**src/hw/rtl/lsf_pkg.sv**
```systemverilog
// Shared constants, codes and types of the 3x3 Laplacian sharpening filter.
// Depends on nothing; every other file of the block imports it.
package lsf_pkg;

  localparam int unsigned MAX_WIDTH    = 2048;
  localparam int unsigned MAX_CHANNELS = 4;
  localparam int unsigned STORE_DEPTH  = MAX_WIDTH * MAX_CHANNELS;
  localparam int unsigned ADDR_W       = $clog2(STORE_DEPTH);

  localparam int unsigned PIX_W    = 8;
  localparam int unsigned WIDTH_W  = 12;
  localparam int unsigned HEIGHT_W = 16;
  localparam int unsigned CHAN_W   = 3;
  localparam int unsigned LEN_W    = ADDR_W + 1;

  localparam int unsigned CFG_IDX_W  = 2;
  localparam int unsigned CFG_DATA_W = 16;

  // Register indexes of the configuration port
  localparam logic [CFG_IDX_W-1:0] REG_IMAGE_WIDTH   = 2'd0;
  localparam logic [CFG_IDX_W-1:0] REG_IMAGE_HEIGHT  = 2'd1;
  localparam logic [CFG_IDX_W-1:0] REG_CHANNEL_COUNT = 2'd2;

  // Input command codes
  localparam logic CMD_SAMPLE = 1'b0;
  localparam logic CMD_DRAIN  = 1'b1;

  localparam logic [WIDTH_W-1:0]  WIDTH_RST  = 12'd640;
  localparam logic [HEIGHT_W-1:0] HEIGHT_RST = 16'd480;
  localparam logic [CHAN_W-1:0]   CHAN_RST   = 3'd3;

  // Per-item control handed from the sequencer to the filter stage
  typedef struct packed {
    logic emit;      // item produces a result word
    logic interior;  // result is filtered, otherwise zero
    logic last;      // final word of the frame
    logic sel;       // bank role select at accept time
  } lsf_item_t;

  // Three registered reads of one line bank: p-c, p, p+c
  typedef struct packed {
    logic [PIX_W-1:0] lo;
    logic [PIX_W-1:0] mid;
    logic [PIX_W-1:0] hi;
  } lsf_taps_t;

endpackage

```
**src/hw/rtl/lsf_kernel.sv**
```systemverilog
// Filter stage: input register (with the banks' read registers), the 3x3
// Laplacian arithmetic and the result register. Depends on lsf_pkg.
module lsf_kernel
  import lsf_pkg::*;
(
  input  logic             clk_i,
  input  logic             rst_ni,
  input  logic             in_valid_i,
  output logic             in_stall_o,
  output logic             accept_o,
  input  lsf_item_t        item_i,
  input  logic [PIX_W-1:0] sample_i,
  input  lsf_taps_t        bank0_i,
  input  lsf_taps_t        bank1_i,
  output logic             out_valid_o,
  input  logic             out_stall_i,
  output logic [PIX_W-1:0] pixel_out_o,
  output logic             frame_last_o
);

  logic             s1_v_q;
  lsf_item_t        s1_item_q;
  logic [PIX_W-1:0] s1_down_q;

  logic             out_v_q;
  logic [PIX_W-1:0] pix_q;
  logic             last_q;

  logic             out_free;
  logic             s1_free;
  lsf_taps_t        newer;
  lsf_taps_t        older;
  logic signed [11:0] lap;
  logic [PIX_W-1:0] sat;

  assign out_free   = !out_v_q || !out_stall_i;
  assign s1_free    = !s1_v_q || out_free;
  assign in_stall_o = !s1_free;
  assign accept_o   = in_valid_i && s1_free;

  // Role select: zero means bank 1 holds the previous row
  assign newer = s1_item_q.sel ? bank0_i : bank1_i;
  assign older = s1_item_q.sel ? bank1_i : bank0_i;

  assign lap = $signed({2'b00, newer.mid, 2'b00}) + $signed({4'b0000, newer.mid})
             - $signed({4'b0000, newer.lo}) - $signed({4'b0000, newer.hi})
             - $signed({4'b0000, older.mid}) - $signed({4'b0000, s1_down_q});

  always_comb begin
    if (lap < 12'sd0) begin
      sat = '0;
    end else if (lap > 12'sd255) begin
      sat = '1;
    end else begin
      sat = lap[PIX_W-1:0];
    end
  end

  always_ff @(posedge clk_i or negedge rst_ni) begin
    if (!rst_ni) begin
      s1_v_q  <= 1'b0;
      out_v_q <= 1'b0;
    end else begin
      if (accept_o) begin
        s1_v_q <= item_i.emit;
      end else if (out_free) begin
        s1_v_q <= 1'b0;
      end
      if (out_free) begin
        out_v_q <= s1_v_q;
      end
    end
  end

  always_ff @(posedge clk_i) begin
    if (accept_o) begin
      s1_item_q <= item_i;
      s1_down_q <= sample_i;
    end
    if (out_free && s1_v_q) begin
      pix_q  <= s1_item_q.interior ? sat : '0;
      last_q <= s1_item_q.last;
    end
  end

  assign out_valid_o  = out_v_q;
  assign pixel_out_o  = pix_q;
  assign frame_last_o = last_q;

`ifndef SYNTHESIS
  a_full_blocks_input : assert property (@(posedge clk_i) disable iff (!rst_ni)
    s1_v_q && out_v_q && out_stall_i |-> in_stall_o)
    else $error("input taken while both stages are blocked");

  a_emit_fills_stage : assert property (@(posedge clk_i) disable iff (!rst_ni)
    accept_o && item_i.emit |=> s1_v_q)
    else $error("emitting word lost at stage entry");

  a_last_is_zero : assert property (@(posedge clk_i) disable iff (!rst_ni)
    out_v_q && last_q |-> pix_q == '0)
    else $error("final word of the frame is not a border zero");

  a_stage_moves_out : assert property (@(posedge clk_i) disable iff (!rst_ni)
    s1_v_q && out_free |=> out_v_q)
    else $error("filtered word did not reach the result register");
`endif

endmodule

```
**config.mk**
```make
export PLATFORM = sky130hd
export DESIGN_NAME = lsf_kernel
export DESIGN_NICKNAME = d
export VERILOG_FILES = /design/src/hw/rtl/lsf_pkg.sv /design/src/hw/rtl/lsf_kernel.sv
export SDC_FILE = /design/constraint.sdc
export NUM_CORES = 1
export LEC_CHECK = 0
export BUFFER_PORTS_ARGS = -buffer_cell sky130_fd_sc_hd__buf_2
export CELL_PAD_IN_SITES_DETAIL_PLACEMENT = 1
export CELL_PAD_IN_SITES_GLOBAL_PLACEMENT = 2
export CORE_MARGIN = 8
export CORE_UTILIZATION = 32
export DETAILED_ROUTE_END_ITERATION = 12
export MAX_ROUTING_LAYER = met4
export PLACE_DENSITY_LB_ADDON = 0.08
export SLEW_MARGIN = 20
export SYNTH_ARGS = -nofsm -noshare
export SYNTH_HDL_FRONTEND = slang
export SYNTH_SLANG_ARGS = --single-unit
```
**constraint.sdc**
```tcl
create_clock -name clk_i -period 5.8 [get_ports clk_i]
set_clock_uncertainty 0.1 [all_clocks]
set_input_delay 0.87 -clock clk_i [delete_from_list [all_inputs] [get_ports clk_i]]
set_output_delay 0.87 -clock clk_i [all_outputs]
set_load 0.005 [all_outputs]
```
# --- Yosys cells after proc, flatten, opt, wreduce, memory -nomap -nowiden ---
# Cells that the tools add are included.
totals:
  ff_bits: 22
  input_bits: 64
  elab_cells: 31
op_classes:
  bitwise: 1
  muxes: 5
  add_sub_neg: 5
  reduce_logical: 10
  order_cmp: 2
op_table:
  columns: ["operator", "count"]
  rows:
  - ["$sub A12 B9 Y12", 3]
  - ["$mux W24", 1]
  - ["$mux W16", 1]
  - ["$gt A12 B9 Y1 const B", 1]
  - ["$lt A12 B1 Y1 const B", 1]
  - ["$sub A11 B8 Y12", 1]
  - ["$add A10 B8 Y11", 1]
  - ["$mux W8", 1]
  - ["$logic_not A1 Y1", 4]
  - ["$logic_and A1 B1 Y1", 2]
  - ["$logic_or A1 B1 Y1", 2]
  - ["$mux W1", 2]
  - ["$reduce_bool A2 Y1", 1]
  - ["$reduce_or A2 Y1", 1]
  - ["$not A1 Y1", 1]

# --- Depth between registers and ports, before layout ---
# Gate-level depths: netlist of run 1.
logic_depth:
  depth_word: 8
  depth_mapped: 17
  depth_no_buf: 14

# --- Least setup slack after synthesis of run 1 ---
# OpenSTA, ideal clock, no wires.
synth_path:
  path_type: "register -> register"
  from: "reg s1_item_q[0] (netlist name)"
  to: "reg pix_q[2] (netlist: pixel_out_o[2]) (data pin)"
  setup_time_ns: 0.254
  n_path_buf: 2
  t_arrival_ns: 4.609
  required_ns: 5.446
  stages_incl_launch_ff: 15
  slack_ns: 0.836
  period_less_slack_ns: 4.964
  path_cell_list: "edfxtp_1 > clkbuf_1 > clkbuf_1 > mux2_2 > fa_1 > inv_1 > fa_1 > fa_1 > fa_1 > a211oi_2 > o21ai_2 > or4_4 > nand3_2 > nand4_4 > o21a_1"
synth_via:
  elab_chain_len: 8
  elab_cells_between_ends: 11
  cone_classes: "5 x add/sub; 2 x order compare; 3 x mux; 1 x reduce/logical"
synth_rtl:
  columns: ["item", "line_no", "source"]
  rows:
  - ["start: declaration", "lsf_kernel.sv:22", "lsf_item_t s1_item_q;"]
  - ["start signal: assignment", "lsf_kernel.sv:77", "s1_item_q <= item_i;"]
  - ["$mux W24", "lsf_kernel.sv:42", "assign newer = s1_item_q.sel ? bank0_i : bank1_i;"]
  - ["$add A10 B8 Y11", "lsf_kernel.sv:45", "assign lap = $signed({2'b00, newer.mid, 2'b00}) + $signed({4'b0000, newer.mid})"]
  - ["$sub A11 B8 Y12", "lsf_kernel.sv:46", "- $signed({4'b0000, newer.lo}) - $signed({4'b0000, newer.hi})"]
  - ["$sub A12 B9 Y12", "lsf_kernel.sv:46", null]
  - ["$sub A12 B9 Y12 (*) (2 in a row)", "lsf_kernel.sv:47", "- $signed({4'b0000, older.mid}) - $signed({4'b0000, s1_down_q});"]
  - ["$gt A12 B9 Y1 / $lt A12 B1 Y1 (equally long branches)", "lsf_kernel.sv:52, lsf_kernel.sv:50", null]
  - ["$mux W8 / $reduce_or A2 Y1 (equally long branches)", null, null]
  - ["end signal: assignment", "lsf_kernel.sv:81", "pix_q <= s1_item_q.interior ? sat : '0;"]
  - ["end: declaration", "lsf_kernel.sv:26", "logic [PIX_W-1:0] pix_q;"]
# Mark *: on every way between the ends. The rest lies on a longest branch, timed or not.
# A chain may end at the register's enable or synchronous reset.

# --- Worst setup path in the final report of run 1 ---
# Ends and elaborated chain as after synthesis.

==> reports/metrics.csv, run 1 <==
metric;value;unit
outcome;finished, final reports clean;
H-tree levels;1;
syn nets;346;
post-place instance area;0.00303;mm²
reg-to-reg endpoint;pixel_out_o[2]$_SDFFCE_PP0P_;
CTS Hold Buffers Added;0;
cts repair resizes;0;
Leakage;1.55;nW
crit-path max FO;13;
area of the core;0.00765;mm²
reg2reg path depth;15;
Final Hold Fails;0;
DRT Wirelength;5870;µm
drt wl/cell;14.1;µm
antenna violations before repair;0;
Fillers;893;
Initial Utilization;32.8;%
Rel. slew slack;51.9;%
drt pass-1 iters;4;
ANT nets after route;0;
Yosys warning count;0;
Worst VDD drop;204;µV
min Tclk post-route;5070;ps
First DRT Iteration DRCs;54;
pin slew with the least headroom to its limit;719;ps
final setup fails;0;
hpwl dp;5080;µm
r2r setup slk;730;ps
maxcap violations;0;
vias in the first global route;2159;
die width;105;µm
Clock Latency Late Sink;280;ps
CP Launch Point;s1_item_q[0]$_DFFE_PP_;
first-pass GRT wire length;10400;µm
syn avg cell area;10.5;µm²
gp weighted congestion;0.705;
Min-Delay Path Class;in2async;
register area share after synthesis;25.9;%
Setup CP Type;reg2reg;
largest net degree at the start of global routing;14;
top_reg_cell synth;edfxtp_1;
Post-layout nets;425;
CTS Buffer Depth;2;
Die Area;0.0109;mm²
area delta synth->final;23.5;%
Num Clock Sinks;22;
most common cell after layout, fill and taps aside;buf_2;
Crit Reg-Reg Startpoint;s1_item_q[0]$_DFFE_PP_;
Total GRT Usage;11.6;%
critical path capture point type;register;
Slew Limit Fails;0;
total CTS buffers;3;
fmax;197;MHz
#FFs+latches synth;22;
# Post-CTS Setup Buffers;0;
Worst setup endpoint;pixel_out_o[2]$_SDFFCE_PP0P_;
commonest non-fill, non-tap cells in the layout;75 x buf_2, 61 x inv_1, 30 x fa_1, 20 x edfxtp_1;
Via Count;1926;
Fin Hold WS;263;ps
# port buffers;75;
Die Y;105;µm
# DRC;0;
worst path arrival time;5010;ps
Worst Path Required;5740;ps
fin crit share;87.5;%
Cell Area, Synth;0.00251;mm²
pwr dens;423;mW/mm²
row cnt;32;
global route overflow;0;
Root Buffer;clkbuf_8;
Ports;76;
asr flop ratio synth;9.09;%
fraction of layout cells with a size suffix above 1;34.2;%
post-route cell area;0.00310;mm²
startpoint class of the critical path;register;
clk slew on worst S/H paths;100;ps
Synth Instances;238;
Tot Pwr;1.31;mW
vias per inst;4.61;
Distinct cells, synth;39;
setup_tns;0;ps
# diodes;0;
clock tree from TritonCTS;built;
RSZ-0062 raised after global routing;no;
Post-synth EDFFs;20;
[registers in the layout (all words and copies together) (netlist names)]
name	flops
pixel_out_o	8
s1_v_q	1
s1_down_q	8
s1_item_q	3
frame_last_o	1
out_valid_o	1
[worst min path at each step]
stage	end	slack (ps)
after global routing	out_valid_o$_DFFE_PN0N_	250
after CTS	out_valid_o$_DFFE_PN0N_	250
after floorplan	frame_last_o$_DFFE_PP_	300
final	out_valid_o$_DFFE_PN0N_	260
after detailed placement	frame_last_o$_DFFE_PP_	310
after global placement	frame_last_o$_DFFE_PP_	300
[stage by stage]
step	setup WS, ps	instances	util (%)
after global routing	329	418	40.5
final	728	418	40.5
after floorplan	836	238	-
after detailed placement	627	414	39.6
after global placement	641	414	39.6
after CTS	693	418	40.5
[power breakdown]
group          internal, mW  switching [mW]  leakage [nW]  total (mW)
logic                 0.406           0.545          1.30       0.951
registers             0.198         0.00711         0.218       0.205
clock network        0.0924          0.0622        0.0357       0.155
[layer usage]
layer	share of wire [%]	vias to the layer above	GRT usage, %	wire length, µm
met5	0	-	-	0
met4	0.72	0	1.86	42
met3	4.6	4	2.23	270
met2	44	47	18.1	2610
met1	50	930	15.4	2950
li1	-	945	-	-
[cells by family after synthesis]
logic type	Yosys count	share of synthesized area [%]
AOI/OAI and AO/OA	40	10.9
xor gates and xnor gates	6	2.10
adders and majority gates	44	30.9
buffers and inverters	67	10.0
DFF	22	25.9
muxes	32	13.6
and+or+nand+nor	27	6.49
[critical path, stage by stage, from the launching register on]
cell and delay [ps]:
edfxtp_1 690, buf_4 250, mux2i_1 310, inv_1 100
fa_1 480, fa_1 500, inv_1 60, fa_1 540
inv_1 40, ha_1 360, a211oi_2 260, o21ai_2 140
or4_4 490, nand3_2 110, nand4_4 160, o21a_1 220
[cell usage after synthesis, types with 2 or more instances]
master	n	area, µm²
nand4_1	3	18.8
nand2b_1	2	12.5
clkbuf_1	5	18.8
fa_1	30	601
xnor2_1	5	43.8
o21ai_0	4	20.0
o21a_1	9	67.6
a31oi_1	2	12.5
ha_1	14	175
a41oi_1	2	17.5
a21oi_1	10	50.1
nor2_1	6	22.5
nand2_1	6	22.5
dfrtp_1	2	50.1
a211oi_1	2	15.0
inv_1	61	229
a21o_1	2	15.0
mux2_2	16	180
mux2i_1	16	160
nand3_1	3	15.0
edfxtp_1	20	601
[final cells by class]
type,count,area [µm²],share of cell area [%]
Clock buffer,3,41.3,1.33
Multi-Input combinational cell,149,1610,51.8
Clock inverter,1,30.0,0.970
Sequential cell,22,651,21.0
Timing Repair Buffer,80,413,13.3
Inverter,61,229,7.39
Tap cell,102,128,4.12
(Power assumes the default switching activity.)
==> run 2: changes to the inputs <==
--- a/config.mk
+++ b/config.mk
@@ -6,14 +6,11 @@
 export NUM_CORES = 1
 export LEC_CHECK = 0
 export BUFFER_PORTS_ARGS = -buffer_cell sky130_fd_sc_hd__buf_2
-export CELL_PAD_IN_SITES_DETAIL_PLACEMENT = 1
-export CELL_PAD_IN_SITES_GLOBAL_PLACEMENT = 2
 export CORE_MARGIN = 8
-export CORE_UTILIZATION = 32
+export CORE_UTILIZATION = 53
 export DETAILED_ROUTE_END_ITERATION = 12
 export MAX_ROUTING_LAYER = met4
 export PLACE_DENSITY_LB_ADDON = 0.08
-export SLEW_MARGIN = 20
 export SYNTH_ARGS = -nofsm -noshare
 export SYNTH_HDL_FRONTEND = slang
 export SYNTH_SLANG_ARGS = --single-unit
==> constraint.sdc (replaced) <==
create_clock -name clk_i -period 4.8 [get_ports clk_i]
set_clock_uncertainty 0.1 [all_clocks]
set_input_delay 0.72 -clock clk_i [delete_from_list [all_inputs] [get_ports clk_i]]
set_output_delay 0.72 -clock clk_i [all_outputs]
set_load 0.005 [all_outputs]
==> reports/metrics.csv, run 2 (same netlist as run 1, synthesis figures left out) <==
metric;value;unit
Worst VDD drop;363;µV
# diodes;0;
total CTS buffers;3;
Slew Limit Fails;0;
die width;84.8;µm
gp weighted congestion;0.881;
startpoint class of the critical path;register;
DRT Wirelength;5030;µm
kind of cell adding the most delay to the critical path;adder cells;
outcome;finished, final reports clean;
pwr dens;513;mW/mm²
fmax;216;MHz
Worst Path Buf+Inv;2;
post-place instance area;0.00302;mm²
fraction of layout cells with a size suffix above 1;37.3;%
global route overflow;0;
vias in the first global route;2033;
area of the core;0.00463;mm²
drt wl/cell;13.3;µm
Initial Utilization;54.2;%
pin slew with the least headroom to its limit;1240;ps
row cnt;25;
fin crit share;96.5;%
fin worst setup slack;169;ps
# port buffers;75;
final setup fails;0;
Fin Hold WS;130;ps
Ports;76;
Leakage;1.60;nW
H-tree levels;1;
DP Worst Slack;-145;ps
Total GRT Usage;15.4;%
Rel. slew slack;16.9;%
most common cell after layout, fill and taps aside;buf_2;
Clock Latency Late Sink;270;ps
CTS Buffer Depth;2;
cell mode on critical path;fa_1;
Slowest Stage Delay on Critical Path;550;ps
Num Clock Sinks;22;
First DRT Iteration DRCs;60;
maxcap violations;0;
Via Count;1914;
clock tree from TritonCTS;built;
worst path arrival time;4550;ps
# DRC;0;
Min-Delay Path Class;in2async;
Root Buffer;clkbuf_8;
Die Y;84.8;µm
first-pass GRT wire length;8890;µm
crit-path max FO;13;
critical path cell sequence;buf_12 -> mux2_2 -> fa_1 -> inv_1 -> fa_1 -> fa_2 -> fa_1 -> a211oi_2 -> o21ai_2 -> or4_4 -> nand3_2 -> nand4_4 -> o21a_1;
area delta synth->final;25.8;%
min Tclk post-route;4630;ps
largest net degree at the start of global routing;18;
Tot Pwr;1.62;mW
hpwl dp;4400;µm
Worst Path Required;4720;ps
Final Hold Fails;0;
post-route cell area;0.00315;mm²
Die Area;0.00719;mm²
drt pass-1 iters;4;
ANT nets after route;0;
commonest non-fill, non-tap cells in the layout;75 x buf_2, 61 x inv_1, 29 x fa_1, 20 x edfxtp_1, 16 x mux2_2;
critical path capture point type;register;
Setup CP Type;reg2reg;
clk slew on worst S/H paths;80;ps
Post-layout nets;433;
antenna violations before repair;0;
vias per inst;5.06;
Critical-path top delay cell;fa_1;
-- run 2: path summary, 6_finish.rpt --
path	from	slack (ps)	cells after the start	endpoint
min in group clk_i	s1_item_q[1]$_DFFE_PP_	320	0	frame_last_o$_DFFE_PP_
hold / removal	rst_ni	130	1	s1_v_q$_DFFE_PN0P_
hold reg to reg	s1_item_q[1]$_DFFE_PP_	320	0	frame_last_o$_DFFE_PP_
setup / recovery	s1_item_q[0]$_DFFE_PP_	170	13	pixel_out_o[7]$_SDFFCE_PP0P_
setup reg to reg	s1_item_q[0]$_DFFE_PP_	170	13	pixel_out_o[7]$_SDFFCE_PP0P_
max in group asynchronous	rst_ni	4380	1	out_valid_o$_DFFE_PN0N_
-- run 2: metal layers --
metal	vias up	wire, µm	global-route usage (%)
li1	963	-	-
met1	915	2000	16.3
met2	34	2820	29.4
met3	2	197	3.41
met4	0	10	1.46
met5	-	0	-
-- run 2: power breakdown --
group | switching, mW | leakage (nW) | internal (mW) | total [mW]
combinational | 0.646 | 1.34 | 0.552 | 1.20
sequential | 0.00579 | 0.218 | 0.240 | 0.245
clock | 0.0626 | 0.0357 | 0.111 | 0.174
-- run 2: cell type report --
type                            count  area (µm²)
Tap cell                           54        67.6
Inverter                           61         229
Timing Repair Buffer               88         493
Clock buffer                        3        41.3
Multi-Input combinational cell    149        1640
Fill cell                         393        1480
Sequential cell                    22         651
Clock inverter                      1        30.0
-- run 2: repair_timing --
action                     in CTS  in global routing
hold buffers                    0                  0
setup endpoints to repair       0                  8
setup buffers                   0                  2
resized for setup               0                  8
-- run 2: worst reg2reg max path, stage by stage, from the launching register on --
cell and delay [ps]:
edfxtp_1 380, buf_12 150, mux2_2 360, fa_1 530, inv_1 60, fa_1 550
fa_2 470, fa_1 440, a211oi_2 270, o21ai_2 120, or4_4 490, nand3_2 100
nand4_4 160, o21a_1 220
-- run 2: metrics by stage --
step | std cells | setup TNS (ps) | utilization [%]
floorplan | 238 | 0 | -
global placement | 372 | -712 | 65.3
detailed placement | 372 | -1100 | 65.3
CTS | 376 | 0 | 66.8
global route | 378 | -6.92 | 68.1
finish | 378 | 0 | 68.1
