File: config.mk
export PLATFORM = sky130hd
export DESIGN_NAME = lsf_seq
export DESIGN_NICKNAME = d
export VERILOG_FILES = /design/src/hw/rtl/lsf_pkg.sv /design/src/hw/rtl/lsf_seq.sv
export SDC_FILE = /design/constraint.sdc
export NUM_CORES = 1
export LEC_CHECK = 0
export BUFFER_PORTS_ARGS = -buffer_cell sky130_fd_sc_hd__buf_2
export CORE_UTILIZATION = 57
export DETAILED_ROUTE_END_ITERATION = 8
export PLACE_DENSITY_LB_ADDON = 0.2
export REMOVE_ABC_BUFFERS = 1
export SYNTH_ARGS = -nofsm -noshare
export SYNTH_HDL_FRONTEND = slang
export SYNTH_SLANG_ARGS = --single-unit
File: constraint.sdc
create_clock -name clk_i -period 9.3 [get_ports clk_i]
set_input_delay 2.79 -clock clk_i [delete_from_list [all_inputs] [get_ports clk_i]]
set_output_delay 2.79 -clock clk_i [all_outputs]
set_load 0.01 [all_outputs]
File: src/hw/rtl/lsf_pkg.sv
// Shared constants, codes and types of the 3x3 Laplacian sharpening filter.
// Depends on nothing; every other file of the block imports it.
package lsf_pkg;

  localparam int unsigned MAX_WIDTH    = 2048;
  localparam int unsigned MAX_CHANNELS = 4;
  localparam int unsigned STORE_DEPTH  = MAX_WIDTH * MAX_CHANNELS;
  localparam int unsigned ADDR_W       = $clog2(STORE_DEPTH);

  localparam int unsigned PIX_W    = 8;
  localparam int unsigned WIDTH_W  = 12;
  localparam int unsigned HEIGHT_W = 16;
  localparam int unsigned CHAN_W   = 3;
  localparam int unsigned LEN_W    = ADDR_W + 1;

  localparam int unsigned CFG_IDX_W  = 2;
  localparam int unsigned CFG_DATA_W = 16;

  // Register indexes of the configuration port
  localparam logic [CFG_IDX_W-1:0] REG_IMAGE_WIDTH   = 2'd0;
  localparam logic [CFG_IDX_W-1:0] REG_IMAGE_HEIGHT  = 2'd1;
  localparam logic [CFG_IDX_W-1:0] REG_CHANNEL_COUNT = 2'd2;

  // Input command codes
  localparam logic CMD_SAMPLE = 1'b0;
  localparam logic CMD_DRAIN  = 1'b1;

  localparam logic [WIDTH_W-1:0]  WIDTH_RST  = 12'd640;
  localparam logic [HEIGHT_W-1:0] HEIGHT_RST = 16'd480;
  localparam logic [CHAN_W-1:0]   CHAN_RST   = 3'd3;

  // Per-item control handed from the sequencer to the filter stage
  typedef struct packed {
    logic emit;      // item produces a result word
    logic interior;  // result is filtered, otherwise zero
    logic last;      // final word of the frame
    logic sel;       // bank role select at accept time
  } lsf_item_t;

  // Three registered reads of one line bank: p-c, p, p+c
  typedef struct packed {
    logic [PIX_W-1:0] lo;
    logic [PIX_W-1:0] mid;
    logic [PIX_W-1:0] hi;
  } lsf_taps_t;

endpackage

File: src/hw/rtl/lsf_seq.sv
// Sequencer: configuration registers, raster counters, bank addressing and
// per-item control. Depends on lsf_pkg.
module lsf_seq
  import lsf_pkg::*;
(
  input  logic                  clk_i,
  input  logic                  rst_ni,
  input  logic                  accept_i,
  input  logic                  command_i,
  input  logic                  cfg_valid_i,
  input  logic [CFG_IDX_W-1:0]  cfg_index_i,
  input  logic [CFG_DATA_W-1:0] cfg_data_i,
  output logic                  cfg_ready_o,
  output lsf_item_t             item_o,
  output logic [ADDR_W-1:0]     ra_lo_o,
  output logic [ADDR_W-1:0]     ra_mid_o,
  output logic [ADDR_W-1:0]     ra_hi_o,
  output logic [1:0]            we_o,
  output logic [ADDR_W-1:0]     wa_o
);

  logic [WIDTH_W-1:0]  width_q;
  logic [HEIGHT_W-1:0] height_q;
  logic [CHAN_W-1:0]   chan_q;

  logic [HEIGHT_W-1:0] row_q,   row_d;
  logic [ADDR_W-1:0]   samp_q,  samp_d;
  logic [ADDR_W-1:0]   drain_q, drain_d;
  logic                sel_q,   sel_d;

  logic [WIDTH_W-1:0]  w_eff;
  logic [HEIGHT_W-1:0] h_eff;
  logic [CHAN_W-1:0]   c_eff;
  logic [LEN_W-1:0]    len;
  logic                draining;
  logic [ADDR_W-1:0]   c_addr;
  logic [ADDR_W-1:0]   x_pos;
  logic [27:0]         div3_prod;
  logic                samp_end;
  logic                drain_end;
  logic                wr_en;

  assign cfg_ready_o = 1'b1;

  always_ff @(posedge clk_i or negedge rst_ni) begin
    if (!rst_ni) begin
      width_q  <= WIDTH_RST;
      height_q <= HEIGHT_RST;
      chan_q   <= CHAN_RST;
    end else if (cfg_valid_i && cfg_ready_o) begin
      case (cfg_index_i)
        REG_IMAGE_WIDTH:   width_q  <= cfg_data_i[WIDTH_W-1:0];
        REG_IMAGE_HEIGHT:  height_q <= cfg_data_i[HEIGHT_W-1:0];
        REG_CHANNEL_COUNT: chan_q   <= cfg_data_i[CHAN_W-1:0];
        default: ;
      endcase
    end
  end

  // Clamp the registers to the supported ranges
  always_comb begin
    w_eff = width_q;
    if (width_q < WIDTH_W'(3)) begin
      w_eff = WIDTH_W'(3);
    end else if ({1'b0, width_q} > (WIDTH_W + 1)'(MAX_WIDTH)) begin
      w_eff = WIDTH_W'(MAX_WIDTH);
    end
    h_eff = (height_q < HEIGHT_W'(3)) ? HEIGHT_W'(3) : height_q;
    c_eff = chan_q;
    if (chan_q == '0) begin
      c_eff = CHAN_W'(1);
    end else if (chan_q > CHAN_W'(MAX_CHANNELS)) begin
      c_eff = CHAN_W'(MAX_CHANNELS);
    end
  end

  assign len      = LEN_W'(LEN_W'(w_eff) * LEN_W'(c_eff));
  assign draining = (row_q >= h_eff);
  assign c_addr   = ADDR_W'(c_eff);

  // Pixel column of the current sample: sample index over channel count
  assign div3_prod = 28'(samp_q) * 28'(15'd10923);
  always_comb begin
    case (c_eff)
      3'd1:    x_pos = samp_q;
      3'd2:    x_pos = samp_q >> 1;
      3'd3:    x_pos = div3_prod[27:15];
      default: x_pos = samp_q >> 2;
    endcase
  end

  assign samp_end  = ({1'b0, samp_q} + LEN_W'(1)) >= len;
  assign drain_end = ({1'b0, drain_q} + LEN_W'(1)) >= len;

  always_comb begin
    item_o.sel      = sel_q;
    item_o.interior = 1'b0;
    item_o.last     = 1'b0;
    item_o.emit     = 1'b0;
    wr_en           = 1'b0;
    if (command_i == CMD_DRAIN) begin
      item_o.emit = draining;
      item_o.last = drain_end;
    end else begin
      wr_en           = !draining;
      item_o.emit     = !draining && (row_q != '0);
      item_o.interior = (row_q >= HEIGHT_W'(2)) && (x_pos != '0)
                        && (({1'b0, x_pos} + LEN_W'(1)) < LEN_W'(w_eff));
    end
  end

  assign ra_lo_o  = samp_q - c_addr;
  assign ra_mid_o = samp_q;
  assign ra_hi_o  = samp_q + c_addr;
  assign wa_o     = samp_q;
  // Write the incoming sample into whichever bank holds the older row
  assign we_o     = {accept_i && wr_en && sel_q, accept_i && wr_en && !sel_q};

  always_comb begin
    row_d   = row_q;
    samp_d  = samp_q;
    drain_d = drain_q;
    sel_d   = sel_q;
    if (accept_i) begin
      if (command_i == CMD_DRAIN) begin
        if (draining) begin
          if (drain_end) begin
            row_d   = '0;
            samp_d  = '0;
            drain_d = '0;
            sel_d   = 1'b0;
          end else begin
            drain_d = drain_q + ADDR_W'(1);
          end
        end
      end else if (!draining) begin
        if (samp_end) begin
          samp_d = '0;
          row_d  = row_q + HEIGHT_W'(1);
          sel_d  = !sel_q;
        end else begin
          samp_d = samp_q + ADDR_W'(1);
        end
      end
    end
  end

  always_ff @(posedge clk_i or negedge rst_ni) begin
    if (!rst_ni) begin
      row_q   <= '0;
      samp_q  <= '0;
      drain_q <= '0;
      sel_q   <= 1'b0;
    end else begin
      row_q   <= row_d;
      samp_q  <= samp_d;
      drain_q <= drain_d;
      sel_q   <= sel_d;
    end
  end

endmodule

# --- Word level (Yosys, flattened, before mapping) ---
# Index checks and enable logic that the tools add are counted.
op_classes:
  addsub: 8
  multipliers: 2
  order_cmp: 9
  n_eq_ne: 8
  n_mux: 26
  reduce_logical: 19
ops:
  columns: ["op", "n"]
  rows:
  - ["2-to-1 mux 16 bit", 6]
  - ["2-to-1 mux 13 bit", 6]
  - ["adder 13 x 1 -> 14 bit (second input constant)", 3]
  - ["one-hot mux 13 bit (3 select lines)", 1]
  - [">= comparator 14 bit", 2]
  - ["multiplier 13 x 14 -> 27 bit (second input constant)", 1]
  - ["adder 13 x 1 -> 13 bit (second input constant)", 2]
  - ["2-to-1 mux 12 bit", 2]
  - ["adder 16 x 1 -> 16 bit (second input constant)", 1]
  - [">= comparator 16 bit", 1]
  - [">= comparator 16 x 2 -> 1 bit (second input constant)", 1]
  - ["< comparator 16 x 2 -> 1 bit (second input constant)", 1]
  - ["nonzero test 16 bit", 1]
  - ["< comparator 14 x 12 -> 1 bit", 1]
  - ["multiplier 12 x 3 -> 14 bit", 1]
  - ["adder 13 x 3 -> 13 bit", 1]
  - ["nonzero test 13 bit", 1]
  - ["subtractor 13 x 3 -> 13 bit", 1]
  - ["> comparator 12 bit (second input constant)", 1]
  - ["< comparator 12 x 2 -> 1 bit (second input constant)", 1]
  - ["2-to-1 mux 1 bit", 9]
  - ["equality test 3 x 2 -> 1 bit (second input constant)", 2]
  - ["logical AND 1 bit", 6]
  - ["2-to-1 mux 3 bit", 2]
  - ["other kinds (14)", 18]
totals:
  register_bits: 74
  in_bits: 23
  wordCells: 79

# --- Longest topological paths before layout ---
# Gate-level depths: netlist of run 1.
depth:
  ltp_word: 9
  mapped_depth: 33
  mapped_depth_nobuf: 31

# --- Least setup slack after synthesis of run 1 ---
# OpenSTA, ideal clock, no wires.
synth_timing:
  path_type: "register to output"
  from: "register samp_q[11] (netlist: ra_mid_o[11])"
  to: "output port item_o[2] (netlist bit)"
  t_arrival_ps: 6643
  t_required_ps: 6510
  slack_ps: -133
  path_stages_with_launch: 33
  n_path_buf: 1
  path_cell_list: "dfrtp_1 > clkinv_1 > ha_1 > ha_1 > inv_1 > fa_1 > inv_1 > fa_1 > inv_1 > fa_1 > inv_1 > ha_1 > a21oi_1 > o21ai_1 > o21ai_0 > nand2_1 > xnor2_1 > o221ai_1 > inv_1 > nor3_1 > and3_1 > clkbuf_1 > nand2_1 > xor2_1 > ha_1 > a21o_1 > a21o_1 > a21oi_1 > nor2b_1 > o21ai_0 > o311a_1 > o41ai_1 > a21oi_1"
synth_rtl:
  columns: ["item", "line_no", "text"]
  rows:
  - ["start, declared", "lsf_seq.sv:27", "logic [ADDR_W-1:0] samp_q, samp_d;"]
  - ["start signal, assigned", "lsf_seq.sv:156", "samp_q <= samp_d;"]
  - ["end, declared", "lsf_seq.sv:14", "output lsf_item_t item_o,"]

==> results of run 1 <==
critical path, delay by kind of cell (launching register included):
kind                       cells  cell delay (ns)
AOI/OAI and AO/OA             10             1.75
xor gates and xnor gates       1             0.16
adders and majority gates      7             2.59
buffers and inverters          6             0.65
DFF                            1             0.45
and+or+nand+nor                6             0.68
area by class of cell:
class | count | area [um2]
multi-input cells | 892 | 7860
flip-flops and latches | 74 | 1870
repair buffers | 183 | 1210
fillers | 1376 | 5240
inverters | 169 | 634
clock inverters | 6 | 90.1
clock buffers | 10 | 229
well taps | 225 | 282
registers in the layout (all words and copies together), names as in the netlist:
signal	count
height_q	16
row_q	16
drain_q	13
ra_mid_o	13
width_q	12
chan_q	3
sel_q	1
layer usage:
metal,vias to the layer above,GRT usage
met5,-,0
met4,0,0.160
met3,82,0.0336
met2,338,0.602
met1,4562,0.409
li1,4387,-
timing repair:
action / in CTS / in global routing
buffers inserted: 13 / 8
gates resized for setup: 64 / 26
pin swaps: 49 / 35
endpoints found under the setup margin: 1 / 2
path summary, 6_finish.rpt:
| path | startpoint | to | slack (ns) | cells past startpoint |
|---|---|---|---|---|
| hold / removal | row_q[0] | row_q[0] | 0.54 | 1 |
| hold reg to reg | row_q[0] | row_q[0] | 0.54 | 1 |
| setup / recovery | ra_mid_o[11] | item_o[2] | -0.09 | 30 |
| setup reg to reg | width_q[6] | drain_q[11] | 2.33 | 27 |
| min in group asynchronous | rst_ni | row_q[11] | 2.60 | 1 |
| max in group asynchronous | rst_ni | ra_mid_o[8] | 6.00 | 1 |
metrics by stage:
step / std cells / setup TNS (ns) / total power, W
after floorplan: 1135 / -0.123 / 0.00249
after global placement: 1522 / 0 / 0.00352
after detailed placement: 1522 / -0.132 / 0.00360
after CTS: 1551 / -0.0666 / 0.00440
after global routing: 1559 / -0.362 / 0.00496
final: 1559 / -0.0944 / 0.00455
Yosys cell counts, drive strengths merged (12+ instances only):
cell type,count,area share
clkbuf,31,0.011
o31ai,12,0.0088
nor2b,12,0.0073
a21oi,56,0.028
xor2,22,0.019
nand4,15,0.0092
mux2,28,0.031
and3,15,0.0092
nand3,45,0.022
nand2,108,0.040
buf,27,0.017
nor3,20,0.0098
dfrtp,66,0.16
o21ai,62,0.031
or4,15,0.011
a21o,20,0.015
fa,59,0.12
inv,167,0.061
nor2,47,0.017
and2,14,0.0086
xnor2,47,0.040
ha,159,0.19
kinds of logic after synthesis:
logic type               count (synthesis)  share of synthesized area
XOR/XNOR                                69                     0.0590
other                                    1                   0.000366
adder cells (fa/ha/maj)                218                      0.310
AND/OR/NAND/NOR                        329                      0.164
buffers and inverters                  227                     0.0899
AO/OA/AOI/OAI                          239                      0.157
flip-flops                              74                      0.182
multiplexers                            36                     0.0386
report_power, final:
group	internal, W	switching, W
registers	0.000389	0.0000846
clock network	0.000236	0.000152
logic	0.00163	0.00206
total	0.00226	0.00230
==> impl_metrics.csv, run 1 <==
group,metric,value,unit
timing,fmax,106,MHz
critical_path,max_stage_delay,0.57,ns
layout,syn_to_final_growth,18.9,%
placement,port-buffer-count,80,
critical_path,startpoint_type,"flip-flop",
drt,via_count,9369,
logic_synthesis,avgSynthCellArea,8.58,um2
critical_path,critPathKind,"reg -> out",
global_route,gr-total-overflow,0,
drt,drtPass1Iterations,8,
logic_synthesis,seq_area_frac_synth,0.182,
cts,cts_made_buffers,9,
timing,fin_skew,0.0129,ns
logic_synthesis,synth_edf_count,0,
global_route,grt_pass1_vias,9257,
logic_synthesis,ys_ff_latch,74,
critical_path,crit_path_frequent_cell,"fa_1",
layout,drive_above_1_share,0.244,
layout,fin_nets,1570,
logic_synthesis,syn_inst,1193,
drt,viasPerCell,6.01,
global_route,grt_max_degree,75,
floorplanning,initial_utilization,0.588,
drt,wl_met2,15100,um
critical_path,end_kind,"output pin",
floorplanning,chipHeight,136,um
timing,slew_headroom,0.333,
cts,cts_tree,"built",
timing,period_share,1.01,
drt,drc,0,
floorplanning,rows,48,
placement,dp_slack,-0.132,ns
drt,wl_met3,1410,um
timing,setup_viol,1,
cts,clk_pin_slew,0.06,ns
global_route,grt_pass1_wl,47900,um
run,cap_violations,0,
global_route,globalRouteTotalUtil,0.339,
pwr,ir_drop,413,uV
floorplanning,pin_count,82,
critical_path,required,6.51,ns
logic_synthesis,async_flop_share,1.00,
cts,ctsHoldBuffers,0,
logic_synthesis,synth_cell_type_count,80,
layout,final_common_cell,"inv_1",
global_route,antenna_found_initial,0,
cts,cts-root-buf,"clkbuf_16",
outcome,status,"finished, violations left",
timing,hold_viol,0,
cts,htree_num_levels,3,
critical_path,critPathArrivalTime,6.60,ns
timing,finalCriticalPeriod,9.39,ns
layout,mostFrequentLayoutCells,"inv_1, ha_1, nand2_1",
timing,hold_ws,0.536,ns
pwr,leakagePower,6.15,nW
critical_path,path_max_fanout,4,
timing,worst_slew_pin_slew,0.996,ns
logic_synthesis,synthFlopType,"dfrtp_1",
timing,slew_violations,0,
timing,rsz0062_at_grt,"yes",
drt,top_layer_used,"met4",
logic_synthesis,synth_area,10200,um2
drt,wl_met1,12300,um
cts,cts_sinks,74,
logic_synthesis,yosysWarnings,0,
floorplanning,die-area,18500,um2
min_path,hp-class,"reg -> reg",
drt,drt_iter0_drc,776,
floorplanning,fp.dieW,136,um
floorplanning,coreArea,17400,um2
critical_path,cp_slowest_cell,"fa_1",
placement,placed_area,11300,um2
drt,ant_nets,0,
placement,dp_hpwl,23500,um
pwr,power_density,374,nW/um2
cts,clkLatencyLatePin,0.35,ns
layout,post-route-util,0.699,
outcome,violations,"setup timing",
placement,gp_congestion,0.907,
layout,num_antenna_cells,0,
timing,worst_slack,-0.0944,ns
drt,detail_route.wirelength,30200,um
cts,clockBufferDepth,2,
layout,stdcell_area,12200,um2
drt,wire_per_inst,19.4,um
(Power assumes the default switching activity.)
==> run 2: changes to the inputs <==
- REMOVE_ABC_BUFFERS: 1 -> default
==> impl_metrics.csv, run 2 (same netlist as run 1, synthesis figures left out) <==
group,metric,value,unit
layout,drive_above_1_share,0.233,
floorplanning,fp.dieW,136,um
placement,dp_slack,-0.109,ns
drt,via_count,9193,
floorplanning,chipHeight,136,um
layout,final_common_cell,"inv_1",
pwr,p_sw_frac,0.503,
global_route,grt_max_degree,62,
pwr,power_density,380,nW/um2
global_route,grt_pass1_wl,47000,um
global_route,globalRouteTotalUtil,0.332,
pwr,leakagePower,6.14,nW
pwr,p_int,0.00228,W
critical_path,path_max_fanout,6,
drt,drt_iter0_drc,598,
critical_path,crit_path_frequent_cell,"fa_1",
drt,wire_per_inst,18.8,um
drt,viasPerCell,5.93,
outcome,status,"finished, violations left",
layout,syn_to_final_growth,18.0,%
timing,fmax,105,MHz
layout,n_fill_cell,1420,
floorplanning,rows,48,
timing,period_share,1.02,
timing,setup_viol,1,
layout,top_regs,"height_q: 16 flops, row_q: 16 flops",
cts,clk_pin_slew,0.06,ns
min_path,hold_depth,1,
drt,drtPass1Iterations,6,
min_path,hp-class,"reg -> reg",
critical_path,startpoint_type,"flip-flop",
layout,post-route-util,0.694,
timing,slew_headroom,0.238,
timing,fin_skew,0.0112,ns
critical_path,end_kind,"output pin",
logic_synthesis,synth_fp_nets,1434,
floorplanning,coreArea,17400,um2
placement,port-buffer-count,80,
timing,worst_slack,-0.185,ns
timing,slew_violations,0,
layout,num_antenna_cells,0,
cts,ctsHoldBuffers,0,
global_route,antenna_found_initial,0,
critical_path,reg2reg_depth,23,
placement,gp_congestion,1.06,
floorplanning,pin_count,82,
global_route,gr-total-overflow,0,
layout,mostFrequentLayoutCells,"inv_1, ha_1, nand2_1",
cts,cts-root-buf,"clkbuf_16",
timing,finalCriticalPeriod,9.49,ns
placement,placed_area,11200,um2
pwr,power_frac_seq,0.103,
pwr,ir_drop,440,uV
critical_path,critPathKind,"reg -> out",
drt,drc,0,
critical_path,crit_chain,"ha_4 -> fa_1 -> inv_1 -> fa_1 -> fa_1 -> inv_1 -> fa_1 -> ha_4 -> buf_6 -> nand4_1 -> nor3_2 -> a21o_4 -> a31oi_1 -> a211oi_1 -> nor3_2 -> buf_4 -> xor2_1 -> ha_1 -> a2111oi_0 -> o41ai_2 -> a21oi_1 -> buf_2",
timing,rsz0062_at_grt,"yes",
cts,clkLatencyLatePin,0.35,ns
cts,clockBufferDepth,2,
floorplanning,initial_utilization,0.588,
drt,ant_nets,0,
critical_path,max_stage_delay,0.90,ns
critical_path,cp_slowest_cell,"a2111oi_0",
timing,hold_viol,0,
layout,stdcell_area,12100,um2
cts,cts_tree,"built",
floorplanning,die-area,18500,um2
outcome,violations,"setup timing",
timing,worst_slew_pin_slew,1.14,ns
cts,cts_made_buffers,9,
pwr,pwr-share-comb,0.808,
critical_path,required,6.51,ns
run,cap_violations,0,
global_route,grt_pass1_vias,8867,
placement,dp_hpwl,23000,um
pwr,clockPowerShare,0.089,
pwr,power_switching,0.00231,W
cts,cts_sinks,74,
layout,fin_nets,1561,
critical_path,critPathArrivalTime,6.70,ns
drt,detail_route.wirelength,29200,um
cts,htree_num_levels,3,
==> run 2: layout make-up <==
class | count | area (um2) | share of cell area
clock buffers | 11 | 243 | 0.0201
clock inverters | 5 | 103 | 0.00849
inverters | 169 | 636 | 0.0526
multi-input cells | 892 | 7840 | 0.648
flip-flops and latches | 74 | 1870 | 0.154
well taps | 225 | 282 | 0.0233
repair buffers | 174 | 1120 | 0.0930
==> run 2: power groups by stage <==
stage / combinational (W) / sequential (W) / clock, W
after floorplan: 0.00208 / 0.000469 / 0
after global placement: 0.00306 / 0.000468 / 0
after detailed placement: 0.00310 / 0.000472 / 0
after CTS: 0.00357 / 0.000471 / 0.000413
after global routing: 0.00407 / 0.000483 / 0.000429
final: 0.00371 / 0.000474 / 0.000409
==> run 2: path summary, 6_finish.rpt <==
kind                                    from      endpoint  slack [ns]
worst max-delay path            ra_mid_o[12]     item_o[2]       -0.19
worst min-delay path             height_q[2]   height_q[2]        0.53
worst max register to register     chan_q[1]  ra_mid_o[11]        2.37
worst min register to register   height_q[2]   height_q[2]        0.53
max in group asynchronous             rst_ni    width_q[5]        5.97
min in group asynchronous             rst_ni   ra_mid_o[6]        2.28
==> run 2: metrics by stage <==
step                instances  hold WS [ns]  power (W)  TNS (ns)
floorplan                1193         0.489    0.00254         0
global placement         1518         0.514    0.00353         0
detailed placement       1518         0.522    0.00358    -0.109
CTS                      1550         0.536    0.00445   -0.0697
global route             1550         0.564    0.00498    -0.518
finish                   1550         0.533    0.00459    -0.185
==> run 2: timing repair <==
item / CTS / global route
setup endpoints to repair: 1 / 2
resized for setup: 68 / 12
pin swaps: 57 / 4
setup buffers: 16 / 0
==> run 2: per-layer routing <==
layer / wire (um) / GRT usage / vias up
met4: 409 / 0.0599 / 0
li1: - / - / 4371
met1: 13900 / 0.497 / 4491
met3: 1910 / 0.0474 / 24
met2: 13000 / 0.506 / 307
met5: 0 / 0 / -
==> run 2: worst max-delay path, delay by kind of cell (launching register included) <==
kind / cells / cell delay (ns)
compound gates: 6 / 1.97
xor+xnor: 1 / 0.14
fa+ha+maj: 7 / 2.82
buf+inv: 5 / 0.49
flops: 1 / 0.47
simple gates: 3 / 0.46
